<file path="src/wblk_pkg.sv">
// ----------------------------------------------------------------------------
// Block level analyzer package
// Widths, types, sequencer codes and fixed-point helpers.
// ----------------------------------------------------------------------------
package wblk_pkg;

  localparam int SAMPLE_BITS   = 24;
  localparam int COEFF_BITS    = 24;
  localparam int OUT_BITS      = 23;
  localparam int LEN_BITS      = 13;
  localparam int MAX_BLOCK_LEN = 4096;
  localparam int SUM_BITS      = 59;
  localparam int STATE_BITS    = 40;
  localparam int PROD_BITS     = SAMPLE_BITS + COEFF_BITS;
  localparam int FRAC_SHIFT    = COEFF_BITS - 3;
  localparam int RND_IN_BITS   = PROD_BITS + 2;
  localparam int RND_BITS      = RND_IN_BITS - FRAC_SHIFT;
  localparam int NUM_FILT      = 3;
  localparam int NUM_COEF      = 5;
  localparam int NUM_SLOTS     = NUM_FILT * NUM_COEF;
  localparam int NUM_SUMS      = 5;
  localparam int DIV_STEPS     = SUM_BITS;
  localparam int SQRT_STEPS    = (SUM_BITS + 1) / 2;
  localparam int STEP_BITS     = $clog2(DIV_STEPS);
  localparam int OUT_MAX       = (1 << OUT_BITS) - 1;
  localparam int RESET_LEN     = 512;

  typedef logic signed [SAMPLE_BITS-1:0] sample_t;
  typedef logic signed [COEFF_BITS-1:0]  coef_t;
  typedef logic signed [PROD_BITS-1:0]   prod_t;
  typedef logic signed [STATE_BITS-1:0]  state_word_t;
  typedef logic signed [RND_IN_BITS-1:0] rnd_in_t;
  typedef logic signed [RND_BITS-1:0]    rnd_t;
  typedef logic signed [STATE_BITS:0]    wide_t;
  typedef logic [SUM_BITS-1:0]           sum_t;
  typedef logic [OUT_BITS-1:0]           mag_t;
  typedef logic [LEN_BITS-1:0]           len_t;
  typedef logic [3:0]                    coef_idx_t;
  typedef logic [2:0]                    coef_slot_t;

  localparam logic OP_SAMPLE = 1'b0;
  localparam logic OP_COEFF  = 1'b1;

  localparam coef_slot_t SLOT_B0 = 3'd0;
  localparam coef_slot_t SLOT_B1 = 3'd1;
  localparam coef_slot_t SLOT_B2 = 3'd2;
  localparam coef_slot_t SLOT_A1 = 3'd3;
  localparam coef_slot_t SLOT_A2 = 3'd4;

  localparam sum_t SQRT_TOP = SUM_BITS'(1) << (2 * (SQRT_STEPS - 1));

  typedef enum logic [1:0] {ST_IDLE, ST_MAC, ST_RMS, ST_PUSH} top_state_t;

  typedef enum logic [3:0] {
    PH_SQL, PH_SQR, PH_B0, PH_B1, PH_A1, PH_B2, PH_A2, PH_YY, PH_END
  } phase_t;

  typedef enum logic [1:0] {RS_IDLE, RS_DIV, RS_SQRT} rms_state_t;

  typedef struct packed {
    logic start;
    sum_t sum;
    len_t count;
  } rms_req_t;

  typedef struct packed {
    logic done;
    mag_t value;
  } rms_rsp_t;

  function automatic sum_t sat_add(sum_t a, prod_t p);
    logic [SUM_BITS:0] s;
    s = {1'b0, a} + {{(SUM_BITS + 1 - PROD_BITS){1'b0}}, p};
    return s[SUM_BITS] ? '1 : s[SUM_BITS-1:0];
  endfunction

  function automatic rnd_t rnd(rnd_in_t a);
    rnd_in_t t;
    t = a + (RND_IN_BITS'(1) <<< (FRAC_SHIFT - 1));
    return t[RND_IN_BITS-1:FRAC_SHIFT];
  endfunction

  function automatic sample_t sat_sample(wide_t v);
    logic [STATE_BITS-SAMPLE_BITS+1:0] top;
    top = v[STATE_BITS:SAMPLE_BITS-1];
    if (top == '0 || top == '1) return v[SAMPLE_BITS-1:0];
    return v[STATE_BITS] ? {1'b1, {(SAMPLE_BITS-1){1'b0}}} : {1'b0, {(SAMPLE_BITS-1){1'b1}}};
  endfunction

  function automatic state_word_t sat_state(wide_t v);
    if (v[STATE_BITS] == v[STATE_BITS-1]) return v[STATE_BITS-1:0];
    return v[STATE_BITS] ? {1'b1, {(STATE_BITS-1){1'b0}}} : {1'b0, {(STATE_BITS-1){1'b1}}};
  endfunction

  function automatic mag_t mag(sample_t s);
    logic [SAMPLE_BITS-1:0] a;
    a = s[SAMPLE_BITS-1] ? SAMPLE_BITS'(-s) : s;
    return a[SAMPLE_BITS-1] ? '1 : a[OUT_BITS-1:0];
  endfunction

  function automatic wide_t ext_rnd(rnd_t r);
    return {{(STATE_BITS + 1 - RND_BITS){r[RND_BITS-1]}}, r};
  endfunction

endpackage

</file>
<file path="src/wblk_mul.sv">
// ----------------------------------------------------------------------------
// Shared multiplier
// Signed sample-by-coefficient product with a registered output.
// ----------------------------------------------------------------------------
module wblk_mul (
  input  logic              clk,
  input  wblk_pkg::sample_t a,
  input  wblk_pkg::coef_t   b,
  output wblk_pkg::prod_t   prod
);

  always_ff @(posedge clk) begin
    prod <= a * b;
  end

endmodule

</file>
<file path="config.mk">
export PLATFORM = sky130hd
export DESIGN_NAME = wblk_mul
export DESIGN_NICKNAME = d
export VERILOG_FILES = /design/src/wblk_pkg.sv /design/src/wblk_mul.sv
export SDC_FILE = /design/constraint.sdc
export NUM_CORES = 2
export LEC_CHECK = 0
export BUFFER_PORTS_ARGS = -buffer_cell sky130_fd_sc_hd__buf_2
export CAP_MARGIN = 10
export CORE_AREA = 5 5 277 279
export DETAILED_ROUTE_END_ITERATION = 16
export DIE_AREA = 0 0 282 284
export GPL_TIMING_DRIVEN = 0
export PLACE_DENSITY_LB_ADDON = 0.05
export SKIP_CTS_REPAIR_TIMING = 1
export SYNTH_ARGS = -nofsm -noshare
export SYNTH_HDL_FRONTEND = slang
export SYNTH_SLANG_ARGS = --single-unit
</file>
<file path="constraint.sdc">
create_clock -name clk -period 9.2 [get_ports clk]
set_input_delay 0.92 -clock clk [delete_from_list [all_inputs] [get_ports clk]]
set_output_delay 0.92 -clock clk [all_outputs]
set_load 0.05 [all_outputs]
</file>
==> results.md <==
- Area grow syn2layout: 8.79%
- Seq/Total Area, Yosys: 0.0436
- First-pass GRT wire length: about 120,000 µm
- Area post-placement: 23,700 µm²
- Total grt overflow: 0
- Effective utilization at floorplan: 0.298
- Biggest regs: prod x48
- Final nets: ~3,200
- Clk sinks: between 40 and 50
- CTS max path bufs: 2
- Synthesized area: 22,000 µm²
- Crit-path max FO: 10
- Chip height: around 280 µm
- Asr flop ratio synth: 0
- RD Place Congestion: a little over 0.9
- Mean routed wirelength per cell: 24.0 µm
- ANT nets after route: 0
- Crit path kind: primary input to register
- Design Area, Final: 24,000 µm²
- WP buf/inv: 6
- Largest net degree at the start of global routing: 17
- Cells after Synth: approximately 2,300
- Top Ports: 97
- Initial DRC count: approximately 730
- Rel. slew slack: 0.235
- Worst slew pin tran: between 1 and 1.5 ns
- Crit path largest cell delay: around 0.8 ns
- Initial DRT Pass Iterations: 5
- Post-route DRC: 0
- Row count: 100
- Cells along the critical path: buf_2, clkbuf_1, nand2_1, fa_1, fa_1, fa_1, fa_1, inv_1, fa_1, fa_1, inv_1, fa_1, inv_1, ha_1, buf_2, a211oi_2, o21bai_1, a221oi_2, nor2_1, a2111oi_4, o21ai_2, a311oi_2, o21ai_1, xnor2_1
- Port bufs: 96
- Number of global-route vias before repair: between 15,000 and 20,000
- Final HPWL DP: roughly 70,000 µm
- Syn Nets: 3,111
- CTS Buf Count: 5
- RSZ-0062 raised after global routing: false
- Synth Flop Type: dfxtp_1
- Cell mode on critical path: fa_1
- Final worst-path cycle share: 0.960
- Clock-pin slew on the worst setup and hold paths: 0.11 ns
- TritonCTS clock tree: yes
- Share of layout cells above drive strength 1: 0.0577
- Crit path max-delay family: adder cells
- CORE AREA: roughly 74,000 µm²
- Post-synth EDFFs: 0
- Setup violators final: 0
- Most flops, register: prod
- Max-slew violations: 0
- Critical path arrival: 9.06 ns
- Synthesis Warnings: 0
- CP endpoint kind: register
- Max Fclk: about 110 MHz
- Tmin final: slightly below 9 ns
- Die width: 282 µm
- Yosys reg bits: 48
- WP data required: approximately 9.4 ns
- Initial antenna violation count: 11
- Max-Cap Viols: 0
- Detailed-route via count: roughly 16,000
- Worst Hold Class: primary input to register
- Die area: approximately 80,000 µm²
- Distinct cells, synth: 54
- Total GRT Usage: 0.211
- Status: complete, no violations
- Max reg flops: 48
- Synth Area per Inst: between 9 and 10 µm²
- Startpoint Class: primary input
- H-tree depth: 2
- Slowest cell on the critical path: clkbuf_1
- Post-place setup slack: -1.29 ns
- Vias per cell: between 4 and 5
- Final Hold Viols: 0
- Root buffer cell: clkbuf_16
- WL final: 81,600 µm
- Setup_tns: 0 ns
- Worst setup margin: 0.366 ns
[cells in the final DEF, fill, tap and decap left out, types with 3 or more instances in the layout]
cell,count
fa_1,605
inv_1,588
nand2_1,306
and2_1,274
ha_1,133
buf_2,100
clkbuf_1,90
dfxtp_1,48
xnor2_1,43
nor2_1,39
a21oi_1,37
o21ai_0,19
a21o_1,13
xor2_1,11
o21bai_1,10
nand2b_1,10
nand3_1,8
a211oi_1,6
o211ai_1,5
and3_1,5
clkbuf_16,5
diode_2,4
o21ai_1,4
nand4_1,4
nor3_1,4
buf_4,4
clkinvlp_4,3
a31o_2,3
a211oi_2,3
o21a_1,3
[cell families after synthesis]
| group | Yosys count | share of synthesized area |
|---|---|---|
| adders and majority gates | 741 | 0.628 |
| buffers and inverters | 690 | 0.118 |
| and+or+nand+nor | 661 | 0.148 |
| AOI/OAI and AO/OA | 127 | 0.0404 |
| xor gates and xnor gates | 54 | 0.0215 |
| DFF | 48 | 0.0436 |
[metal layers]
| layer | routed length, µm | GRT usage | vias to the layer above |
|---|---|---|---|
| met5 | 13 | 0 | - |
| met4 | 2890 | 0.0647 | 2 |
| met3 | 3180 | 0.0206 | 78 |
| met2 | 40800 | 0.363 | 340 |
| met1 | 34700 | 0.283 | 8328 |
| li1 | - | - | 6863 |
[synth_stat cells, drive strengths merged (3+ instances only)]
library cell  instances  area (µm²)
buf                   4        25.0
nand2               307        1150
clkbuf               95         357
a21o                 13        97.6
o21a                  3        22.5
a21boi                3        22.5
a221oi                3        38.8
ha                  134        1680
a311oi                3        32.5
and4                  3        28.8
nand2b               10        62.6
nand4                 4        25.0
fa                  607       12200
inv                 590        2210
and2                274        1710
nor3                  4        20.0
o211ai                5        37.5
dfxtp                48         961
o21ai                24         124
a211oi                9        77.6
a21oi                38         194
o21bai               10        75.1
nand3                 8        40.0
a31o                  4        35.0
nor2                 39         146
xnor2                43         377
xor2                 11        96.3
and3                  5        31.3
[final timing paths]
check	startpoint	end	slack [ns]	cells after the start
setup / recovery	a[15]	prod[47]$_DFF_P_	0.37	24
hold / removal	a[0]	prod[0]$_DFF_P_	0.88	2
[final cells by class]
class	count	area, µm²
Timing Repair Buffer	101	515
Clock buffer	5	125
Clock inverter	3	46.3
Buffer	97	384
Fill cell	7881	50000
Inverter	591	2230
Sequential cell	48	961
Tap cell	969	1210
Antenna cell	4	10.0
Multi-Input combinational cell	1583	18500
[stage by stage]
stage / hold slack [ns] / utilization / std cells
after global placement: 1.27 / 0.321 / 3386
final: 0.882 / 0.324 / 3401
after global routing: 0.903 / 0.324 / 3397
after floorplan: 1.05 / - / 2321
after detailed placement: 1.26 / 0.321 / 3387
after CTS: 0.875 / 0.323 / 3395
Power is left out: the tool's default activity adds up to more than one toggle a clock period on the data nets, which glitch-free logic cannot reach.
