**src/wblk_pkg.sv**
```systemverilog
// ----------------------------------------------------------------------------
// Block level analyzer package
// Widths, types, sequencer codes and fixed-point helpers.
// ----------------------------------------------------------------------------
package wblk_pkg;

  localparam int SAMPLE_BITS   = 24;
  localparam int COEFF_BITS    = 24;
  localparam int OUT_BITS      = 23;
  localparam int LEN_BITS      = 13;
  localparam int MAX_BLOCK_LEN = 4096;
  localparam int SUM_BITS      = 59;
  localparam int STATE_BITS    = 40;
  localparam int PROD_BITS     = SAMPLE_BITS + COEFF_BITS;
  localparam int FRAC_SHIFT    = COEFF_BITS - 3;
  localparam int RND_IN_BITS   = PROD_BITS + 2;
  localparam int RND_BITS      = RND_IN_BITS - FRAC_SHIFT;
  localparam int NUM_FILT      = 3;
  localparam int NUM_COEF      = 5;
  localparam int NUM_SLOTS     = NUM_FILT * NUM_COEF;
  localparam int NUM_SUMS      = 5;
  localparam int DIV_STEPS     = SUM_BITS;
  localparam int SQRT_STEPS    = (SUM_BITS + 1) / 2;
  localparam int STEP_BITS     = $clog2(DIV_STEPS);
  localparam int OUT_MAX       = (1 << OUT_BITS) - 1;
  localparam int RESET_LEN     = 512;

  typedef logic signed [SAMPLE_BITS-1:0] sample_t;
  typedef logic signed [COEFF_BITS-1:0]  coef_t;
  typedef logic signed [PROD_BITS-1:0]   prod_t;
  typedef logic signed [STATE_BITS-1:0]  state_word_t;
  typedef logic signed [RND_IN_BITS-1:0] rnd_in_t;
  typedef logic signed [RND_BITS-1:0]    rnd_t;
  typedef logic signed [STATE_BITS:0]    wide_t;
  typedef logic [SUM_BITS-1:0]           sum_t;
  typedef logic [OUT_BITS-1:0]           mag_t;
  typedef logic [LEN_BITS-1:0]           len_t;
  typedef logic [3:0]                    coef_idx_t;
  typedef logic [2:0]                    coef_slot_t;

  localparam logic OP_SAMPLE = 1'b0;
  localparam logic OP_COEFF  = 1'b1;

  localparam coef_slot_t SLOT_B0 = 3'd0;
  localparam coef_slot_t SLOT_B1 = 3'd1;
  localparam coef_slot_t SLOT_B2 = 3'd2;
  localparam coef_slot_t SLOT_A1 = 3'd3;
  localparam coef_slot_t SLOT_A2 = 3'd4;

  localparam sum_t SQRT_TOP = SUM_BITS'(1) << (2 * (SQRT_STEPS - 1));

  typedef enum logic [1:0] {ST_IDLE, ST_MAC, ST_RMS, ST_PUSH} top_state_t;

  typedef enum logic [3:0] {
    PH_SQL, PH_SQR, PH_B0, PH_B1, PH_A1, PH_B2, PH_A2, PH_YY, PH_END
  } phase_t;

  typedef enum logic [1:0] {RS_IDLE, RS_DIV, RS_SQRT} rms_state_t;

  typedef struct packed {
    logic start;
    sum_t sum;
    len_t count;
  } rms_req_t;

  typedef struct packed {
    logic done;
    mag_t value;
  } rms_rsp_t;

  function automatic sum_t sat_add(sum_t a, prod_t p);
    logic [SUM_BITS:0] s;
    s = {1'b0, a} + {{(SUM_BITS + 1 - PROD_BITS){1'b0}}, p};
    return s[SUM_BITS] ? '1 : s[SUM_BITS-1:0];
  endfunction

  function automatic rnd_t rnd(rnd_in_t a);
    rnd_in_t t;
    t = a + (RND_IN_BITS'(1) <<< (FRAC_SHIFT - 1));
    return t[RND_IN_BITS-1:FRAC_SHIFT];
  endfunction

  function automatic sample_t sat_sample(wide_t v);
    logic [STATE_BITS-SAMPLE_BITS+1:0] top;
    top = v[STATE_BITS:SAMPLE_BITS-1];
    if (top == '0 || top == '1) return v[SAMPLE_BITS-1:0];
    return v[STATE_BITS] ? {1'b1, {(SAMPLE_BITS-1){1'b0}}} : {1'b0, {(SAMPLE_BITS-1){1'b1}}};
  endfunction

  function automatic state_word_t sat_state(wide_t v);
    if (v[STATE_BITS] == v[STATE_BITS-1]) return v[STATE_BITS-1:0];
    return v[STATE_BITS] ? {1'b1, {(STATE_BITS-1){1'b0}}} : {1'b0, {(STATE_BITS-1){1'b1}}};
  endfunction

  function automatic mag_t mag(sample_t s);
    logic [SAMPLE_BITS-1:0] a;
    a = s[SAMPLE_BITS-1] ? SAMPLE_BITS'(-s) : s;
    return a[SAMPLE_BITS-1] ? '1 : a[OUT_BITS-1:0];
  endfunction

  function automatic wide_t ext_rnd(rnd_t r);
    return {{(STATE_BITS + 1 - RND_BITS){r[RND_BITS-1]}}, r};
  endfunction

endpackage

```
**src/wblk_rms.sv**
```systemverilog
// ----------------------------------------------------------------------------
// Iterative RMS unit
// Restoring divide of a square sum by the sample count, one quotient bit a
// cycle, then a bit-pair square root in place, saturated to 23 bits.
// ----------------------------------------------------------------------------
module wblk_rms (
  input  logic               clk,
  input  logic               rst,
  input  wblk_pkg::rms_req_t req,
  output wblk_pkg::rms_rsp_t rsp
);

  wblk_pkg::rms_state_t         rs, rs_next;
  wblk_pkg::sum_t               d;
  wblk_pkg::len_t               n;
  wblk_pkg::len_t               rem;
  wblk_pkg::sum_t               r;
  wblk_pkg::sum_t               bitm;
  logic [wblk_pkg::STEP_BITS-1:0] step;
  logic [wblk_pkg::LEN_BITS:0]  t_div;
  logic                         div_ge;
  wblk_pkg::len_t               div_rem;
  logic [wblk_pkg::SUM_BITS:0]  t_sq;
  logic                         sq_ge;
  wblk_pkg::sum_t               r_new;
  logic                         div_last;
  logic                         sq_last;

  assign t_div   = {rem, d[wblk_pkg::SUM_BITS-1]};
  assign div_ge  = t_div >= {1'b0, n};
  assign div_rem = div_ge ? wblk_pkg::LEN_BITS'(t_div - {1'b0, n})
                          : t_div[wblk_pkg::LEN_BITS-1:0];
  assign t_sq    = {1'b0, r} + {1'b0, bitm};
  assign sq_ge   = {1'b0, d} >= t_sq;
  assign r_new   = sq_ge ? (r >> 1) + bitm : r >> 1;
  assign div_last = step == wblk_pkg::STEP_BITS'(wblk_pkg::DIV_STEPS - 1);
  assign sq_last  = step == wblk_pkg::STEP_BITS'(wblk_pkg::SQRT_STEPS - 1);

  always_ff @(posedge clk) begin
    if (rst) begin
      rs <= wblk_pkg::RS_IDLE;
    end else begin
      rs <= rs_next;
    end
  end

  always_comb begin
    rs_next = rs;
    unique case (rs)
      wblk_pkg::RS_IDLE: if (req.start) rs_next = wblk_pkg::RS_DIV;
      wblk_pkg::RS_DIV:  if (div_last) rs_next = wblk_pkg::RS_SQRT;
      wblk_pkg::RS_SQRT: if (sq_last) rs_next = wblk_pkg::RS_IDLE;
      default:           rs_next = wblk_pkg::RS_IDLE;
    endcase
  end

  always_ff @(posedge clk) begin
    if (rst) begin
      rsp.done <= 1'b0;
    end else begin
      rsp.done <= 1'b0;
      case (rs)
        wblk_pkg::RS_IDLE: begin
          if (req.start) begin
            d    <= req.sum;
            n    <= req.count;
            rem  <= '0;
            r    <= '0;
            bitm <= wblk_pkg::SQRT_TOP;
            step <= '0;
          end
        end
        wblk_pkg::RS_DIV: begin
          // shift in one quotient bit, d ends up holding the quotient
          d    <= {d[wblk_pkg::SUM_BITS-2:0], div_ge};
          rem  <= div_rem;
          step <= div_last ? '0 : step + 1'b1;
        end
        wblk_pkg::RS_SQRT: begin
          if (sq_ge) d <= d - t_sq[wblk_pkg::SUM_BITS-1:0];
          r    <= r_new;
          bitm <= bitm >> 2;
          step <= step + 1'b1;
          if (sq_last) begin
            rsp.done  <= 1'b1;
            rsp.value <= (r_new > wblk_pkg::SUM_BITS'(wblk_pkg::OUT_MAX))
                         ? '1 : r_new[wblk_pkg::OUT_BITS-1:0];
          end
        end
        default: ;
      endcase
    end
  end

endmodule

```
**config.mk**
```make
export PLATFORM = sky130hd
export DESIGN_NAME = wblk_rms
export DESIGN_NICKNAME = d
export VERILOG_FILES = /design/src/wblk_pkg.sv /design/src/wblk_rms.sv
export SDC_FILE = /design/constraint.sdc
export NUM_CORES = 1
export LEC_CHECK = 0
export BUFFER_PORTS_ARGS = -buffer_cell sky130_fd_sc_hd__buf_2
export CORE_UTILIZATION = 45
export DETAILED_ROUTE_END_ITERATION = 6
export PLACE_DENSITY = 0.73
export SKIP_CTS_REPAIR_TIMING = 1
export SLEW_MARGIN = 25
export SYNTH_ARGS = -nofsm -noshare
export SYNTH_HDL_FRONTEND = slang
export SYNTH_SLANG_ARGS = --single-unit
```
**constraint.sdc**
```tcl
create_clock -name clk -period 13.64 [get_ports clk]
set_input_delay 0.682 -clock clk [delete_from_list [all_inputs] [get_ports clk]]
set_output_delay 0.682 -clock clk [all_outputs]
set_load 0.01 [all_outputs]
```
==> results of run 1 <==
worst paths after layout:
check                         end  slack, ps  cells after the start
max          rsp[2]$_SDFFCE_PN1P_       5790                     25
min                n[2]$_DFFE_PP_        320                      1
max reg2reg  rsp[2]$_SDFFCE_PN1P_       5790                     25
min reg2reg    rs[0]$_SDFFE_PP0P_        560                      2
routing by layer:
metal  vias to the layer above  global-route usage, %
met5                         -                      0
met3                        71                   2.70
met4                         0                   6.39
met1                      7547                   36.4
li1                       7597                      -
met2                       581                   39.4
through the flow:
step           setup slack (ps)  instance area [um^2]
3_3_place_gp               6110                 18800
4_1_cts                    5820                 19600
6_report                   5790                 19600
5_1_grt                    5120                 19600
2_1_floorplan              3580                 17900
3_5_place_dp               5860                 18900
power by group:
group | switching [mW] | internal (mW) | total [mW]
logic | 0.868 | 0.534 | 1.40
registers | 0.0804 | 0.810 | 0.891
clock network | 0.282 | 0.364 | 0.646
total | 1.23 | 1.71 | 2.94
flip-flops by register name, summed over array words and instances, names as in the netlist:
name  flops
bitm     30
d        59
n        13
r        59
rem      13
rs        2
rsp      24
step      6
cell families after synthesis:
family,after synthesis
compound gates,609
flops,206
simple gates,700
buf+inv,149
mux,21
xor+xnor,182
fa+ha+maj,142
cell usage after synthesis, drive strengths merged, types with 5 or more instances:
cell type and instances:
xor2 81, a41oi 5, o2111ai 6, nand3b 5, nor4 23, a31oi 46, nand2 147, inv 53
nor2b 46, nand4 40, o21a 23, o31a 7, and2 63, o31ai 5, nor2 184, o211ai 9
and3 17, ha 140, a211o 7, a22oi 38, xnor2 101, o21bai 23, nand2b 13, a21oi 190
nor3 48, a2111oi 7, nand3 68, edfxtp 203, a211oi 23, nor4b 11, o21ai 114, mux2i 21
and4 8, or3 8, o22ai 5, a21boi 13, clkbuf 68, a21o 38, buf 28, a31o 17
cell type report:
class,count,share of cell area (%)
clock buffer,29,3.15
sequential,206,31.4
clock inverter,15,0.758
tap,518,3.30
multi-input combinational,1654,57.3
timing repair buffer,113,3.09
inverter,53,1.01
==> flow_metrics.env, run 1 <==
export IMPL_vias=15800
export IMPL_crit_arrival_ps=8130
export IMPL_die_height_um=202
export IMPL_drtIter0Drc=1493
export IMPL_die_area_mm2=0.0406
export IMPL_slew_headroom_pct=30.3
export IMPL_cp_buffers_inverters=2
export IMPL_synthCells=2009
export IMPL_antenna_found_initial=0
export IMPL_synth_top_area_share_pct=34.0
export IMPL_ys_types=94
export IMPL_final_cells=2588
export IMPL_report_power_total_mw=2.94
export IMPL_cp_top_family="compound AO/OA/AOI/OAI gates"
export IMPL_fp_coreArea_mm2=0.0389
export IMPL_regArea_mm2=0.00616
export IMPL_first_global_vias=15200
export IMPL_synth_flop_cell="edfxtp_1"
export IMPL_start_util_pct=46.0
export IMPL_pwr_density_cell_mw_per_mm2=150
export IMPL_synthesis_nets=2226
export IMPL_synth_compound_area_share_pct=21.9
export IMPL_vdd_drop_max_mv=0.0974
export IMPL_clock_path_buffers=3
export IMPL_drt_total_wl_um=51500
export IMPL_synthMuxAreaShare_pct=1.17
export IMPL_fmax_ghz=0.127
export IMPL_fin_crit_ps=7850
export IMPL_antenna_left=0
export IMPL_insertion_delay_ps=550
export IMPL_synthAdderAreaFrac_pct=10.0
export IMPL_endpoint_kind="register"
export IMPL_fp_dieW_um=202
export IMPL_synthArstFlopShare_pct=0
export IMPL_drc=0
export IMPL_hold_path_startpoint="req[2]"
export IMPL_multi_input_area_mm2=0.0113
export IMPL_ys_ff_latch=206
export IMPL_crit_fanout=48
export IMPL_nNetsFinal=2269
export IMPL_synth_top_family_by_area="compound AO/OA/AOI/OAI gates"
export IMPL_setup_tns_ps=0
export IMPL_pin_count=99
export IMPL_top_layer="met4"
export IMPL_crit_path_start_kind="register"
export IMPL_max_cap_viol_count=0
export IMPL_layout_common_cells="edfxtp_1 (203), a21oi_1 (189), nor2_1 (182)"
export IMPL_track_usage_pct=25.0
export IMPL_p_leak_nw=7.26
export IMPL_rows=72
export IMPL_final_common_cell="edfxtp_1"
export IMPL_synth_xor_area_share_pct=8.90
export IMPL_clk_pin_slew_worst_paths_ps=60
export IMPL_syn_area_mm2=0.0179
export IMPL_rsz0062_at_grt="no"
export IMPL_hold_viol_final=0
export IMPL_cts_tree="done"
export IMPL_status="completed"
export IMPL_cpMaxStageDelayCell="nor3_1"
export IMPL_cts_made_buffers=24
export IMPL_nFillCells=3624
export IMPL_grt_max_degree=85
export IMPL_cpPeakStageDelay_ps=740
export IMPL_syn_to_final_growth_pct=9.57
export IMPL_wl_per_cell_um=19.9
export IMPL_htree_num_levels=1
export IMPL_wl_met1_um=23900
export IMPL_drive_gt1_share_pct=10.4
export IMPL_post_route_util_pct=50.4
export IMPL_vias_per_cell=6.10
export IMPL_yosys_warnings=0
export IMPL_grt_pass1_wl_um=82400
export IMPL_holdWs_ps=317
export IMPL_critPathKind="register to register"
export IMPL_slew_viol_final=0
export IMPL_tightest_slew_ps=1050
export IMPL_gp_congestion=0.953
export IMPL_synth_simple_area_share_pct=20.3
export IMPL_fin_worst_skew_ps=16.5
export IMPL_rr_startpoint="r[2]$_SDFFCE_PN0P_"
export IMPL_cts_root_buf="clkbuf_16"
export IMPL_num_antenna_cells=0
export IMPL_dr_pass1_iters=6
export IMPL_ys_top_cells_by_area="edfxtp_1 (34%), ha_1 (9.8%), a21oi_1 (5.3%)"
export IMPL_setup_violations=0
export IMPL_grt_ovfl_total=0
export IMPL_place_inst=2544
export IMPL_hold_path_class="primary input to register"
export IMPL_wl_met2_um=23100
export IMPL_synth_edf_count=203
export IMPL_startpoint="r[2]$_SDFFCE_PN0P_"
export IMPL_synth_largest_area_cell="edfxtp_1"
export IMPL_routed_wl_met3_um=3400
export IMPL_cts_sinks=206
export IMPL_post_route_period_util_pct=57.6
export IMPL_synth_avg_cell_area_um2=8.92
export IMPL_synth_yosys_seq_area_share_pct=34.4
export IMPL_port_buffers=98
export IMPL_cp_required_ps=13920
export IMPL_hpwlAfterDp_um=38500
No activity file was read; power rests on OpenSTA's default activity.
==> run 2: changes to the inputs <==
Settings changed: PLACE_DENSITY 0.73 to 0.75.
Clock period 13.64 ns to 6.4 ns, I/O delays scaled along.
==> run 2 against run 1 <==
Register-to-register slack got worse by 5500 ps. Clock power increased by 130%. Count of clock-buffer cells in the layout decreased by 3. Wire length increased by 5.7%. Total power increased by 130%. Die area unchanged. First-iteration DRC count increased by 8.2%. Highest routed layer unchanged.
==> flow_metrics.env, run 2 (synthesis gave the netlist of run 1 again) <==
export IMPL_vias=16700
export IMPL_rows=72
export IMPL_cts_sinks=206
export IMPL_post_route_period_util_pct=96.1
export IMPL_insertion_delay_ps=560
export IMPL_syn_to_final_growth_pct=20.7
export IMPL_pwr_density_cell_mw_per_mm2=315
export IMPL_layout_common_cells="edfxtp_1 (203), buf_4 (199), nor2_1 (182), a21oi_1 (182), nand2_1 (144)"
export IMPL_cts_root_buf="clkbuf_16"
export IMPL_final_cells=2798
export IMPL_crit_arrival_ps=6450
export IMPL_pin_count=99
export IMPL_drive_gt1_share_pct=19.6
export IMPL_drc=0
export IMPL_die_area_mm2=0.0406
export IMPL_max_cap_viol_count=0
export IMPL_place_inst=2731
export IMPL_drtIter0Drc=1615
export IMPL_grt_pass1_wl_um=84600
export IMPL_p_leak_nw=8.39
export IMPL_tightest_slew_ps=1010
export IMPL_vias_per_cell=5.96
export IMPL_slew_viol_final=0
export IMPL_clk_pin_slew_worst_paths_ps=60
export IMPL_track_usage_pct=25.8
export IMPL_report_power_total_mw=6.81
export IMPL_first_global_vias=15800
export IMPL_hpwlAfterDp_um=40700
export IMPL_crit_path_start_kind="register"
export IMPL_gp_congestion=0.928
export IMPL_fp_coreArea_mm2=0.0389
export IMPL_slew_headroom_pct=32.8
export IMPL_cts_tree="done"
export IMPL_fp_dieW_um=202
export IMPL_setup_violations=0
export IMPL_clock_path_buffers=3
export IMPL_grt_ovfl_total=0
export IMPL_wl_per_cell_um=19.5
export IMPL_antenna_left=0
export IMPL_critPathKind="register to register"
export IMPL_fmax_ghz=0.163
export IMPL_final_common_cell="edfxtp_1"
export IMPL_status="completed"
export IMPL_fin_worst_skew_ps=20.5
export IMPL_pre_cts_slack_ps=-149
export IMPL_crit_fanout=19
export IMPL_num_antenna_cells=0
export IMPL_endpoint_kind="register"
export IMPL_antenna_found_initial=0
export IMPL_fin_crit_ps=6150
export IMPL_hold_viol_final=0
export IMPL_drt_total_wl_um=54500
export IMPL_dr_pass1_iters=6
export IMPL_port_buffers=98
export IMPL_regArea_mm2=0.00616
export IMPL_hold_path_class="primary input to register"
export IMPL_start_util_pct=46.0
export IMPL_htree_num_levels=1
export IMPL_nNetsFinal=2478
export IMPL_grt_max_degree=83
export IMPL_multi_input_area_mm2=0.0115
export IMPL_nFillCells=3455
export IMPL_setup_slack_ps=249
export IMPL_vdd_drop_max_mv=0.194
export IMPL_reg_top3="d (59), r (59), bitm (30)"
export IMPL_die_height_um=202
export IMPL_post_route_util_pct=55.5
export IMPL_cp_required_ps=6700
export IMPL_cts_made_buffers=25
run 2: stage by stage:
stage / setup TNS [ps] / area, um^2 / hold WS (ps)
CTS: -4450 / 21200 / -76.1
floorplan: 0 / 17900 / 419
global placement: -2160 / 20300 / 499
global route: -48.3 / 21600 / 54.8
detailed placement: -2900 / 20300 / 499
finish: 0 / 21600 / 42.7
run 2: final cells by class:
class | instances | area share (%)
Multi-Input combinational cell | 1655 | 53.0
Sequential cell | 206 | 28.5
Timing Repair Buffer | 320 | 10.7
Tap cell | 518 | 3.00
Clock buffer | 26 | 2.91
Clock inverter | 20 | 1.02
Inverter | 53 | 0.920
run 2: report_power, final:
group | internal [mW] | leakage [nW] | switching [mW] | total, mW
combinational | 1.44 | 6.03 | 2.00 | 3.44
clock | 0.883 | 0.412 | 0.617 | 1.50
sequential | 1.72 | 1.94 | 0.139 | 1.86
total | 4.05 | 8.39 | 2.76 | 6.81
run 2: critical path, cell delays in order (launching register included):
cell	delay, ps
edfxtp_1	390
ha_1	350
a31oi_1	200
o21bai_1	140
a21oi_2	230
buf_4	160
o21ai_0	110
a31oi_1	220
o21ai_0	120
a31oi_1	210
xor2_1	320
ha_1	190
nand4_1	180
or4_1	540
and4bb_2	370
o21ai_1	70
a31oi_1	180
nor3_2	110
buf_12	150
or2_4	280
buf_6	180
o41ai_4	350
o2111ai_2	200
nor4_4	190
buf_6	180
buf_12	150
nand3_1	90
run 2: final timing paths:
kind                 startpoint                   end  slack [ps]  cells past startpoint
max          r[2]$_SDFFCE_PN0P_  rsp[2]$_SDFFCE_PN1P_         250                     26
min                     req[19]        d[6]$_DFFE_PP_          40                      2
max reg2reg  r[2]$_SDFFCE_PN0P_  rsp[2]$_SDFFCE_PN1P_         250                     26
min reg2reg  rs[1]$_SDFFE_PP0P_    rs[1]$_SDFFE_PP0P_         580                      2
run 2: layer usage:
layer	track usage (%)	up-vias	share of wire [%]
li1	-	8039	-
met1	37.3	7925	46
met2	40.0	633	45
met3	2.48	88	6.0
met4	9.15	0	3.0
met5	0	-	0
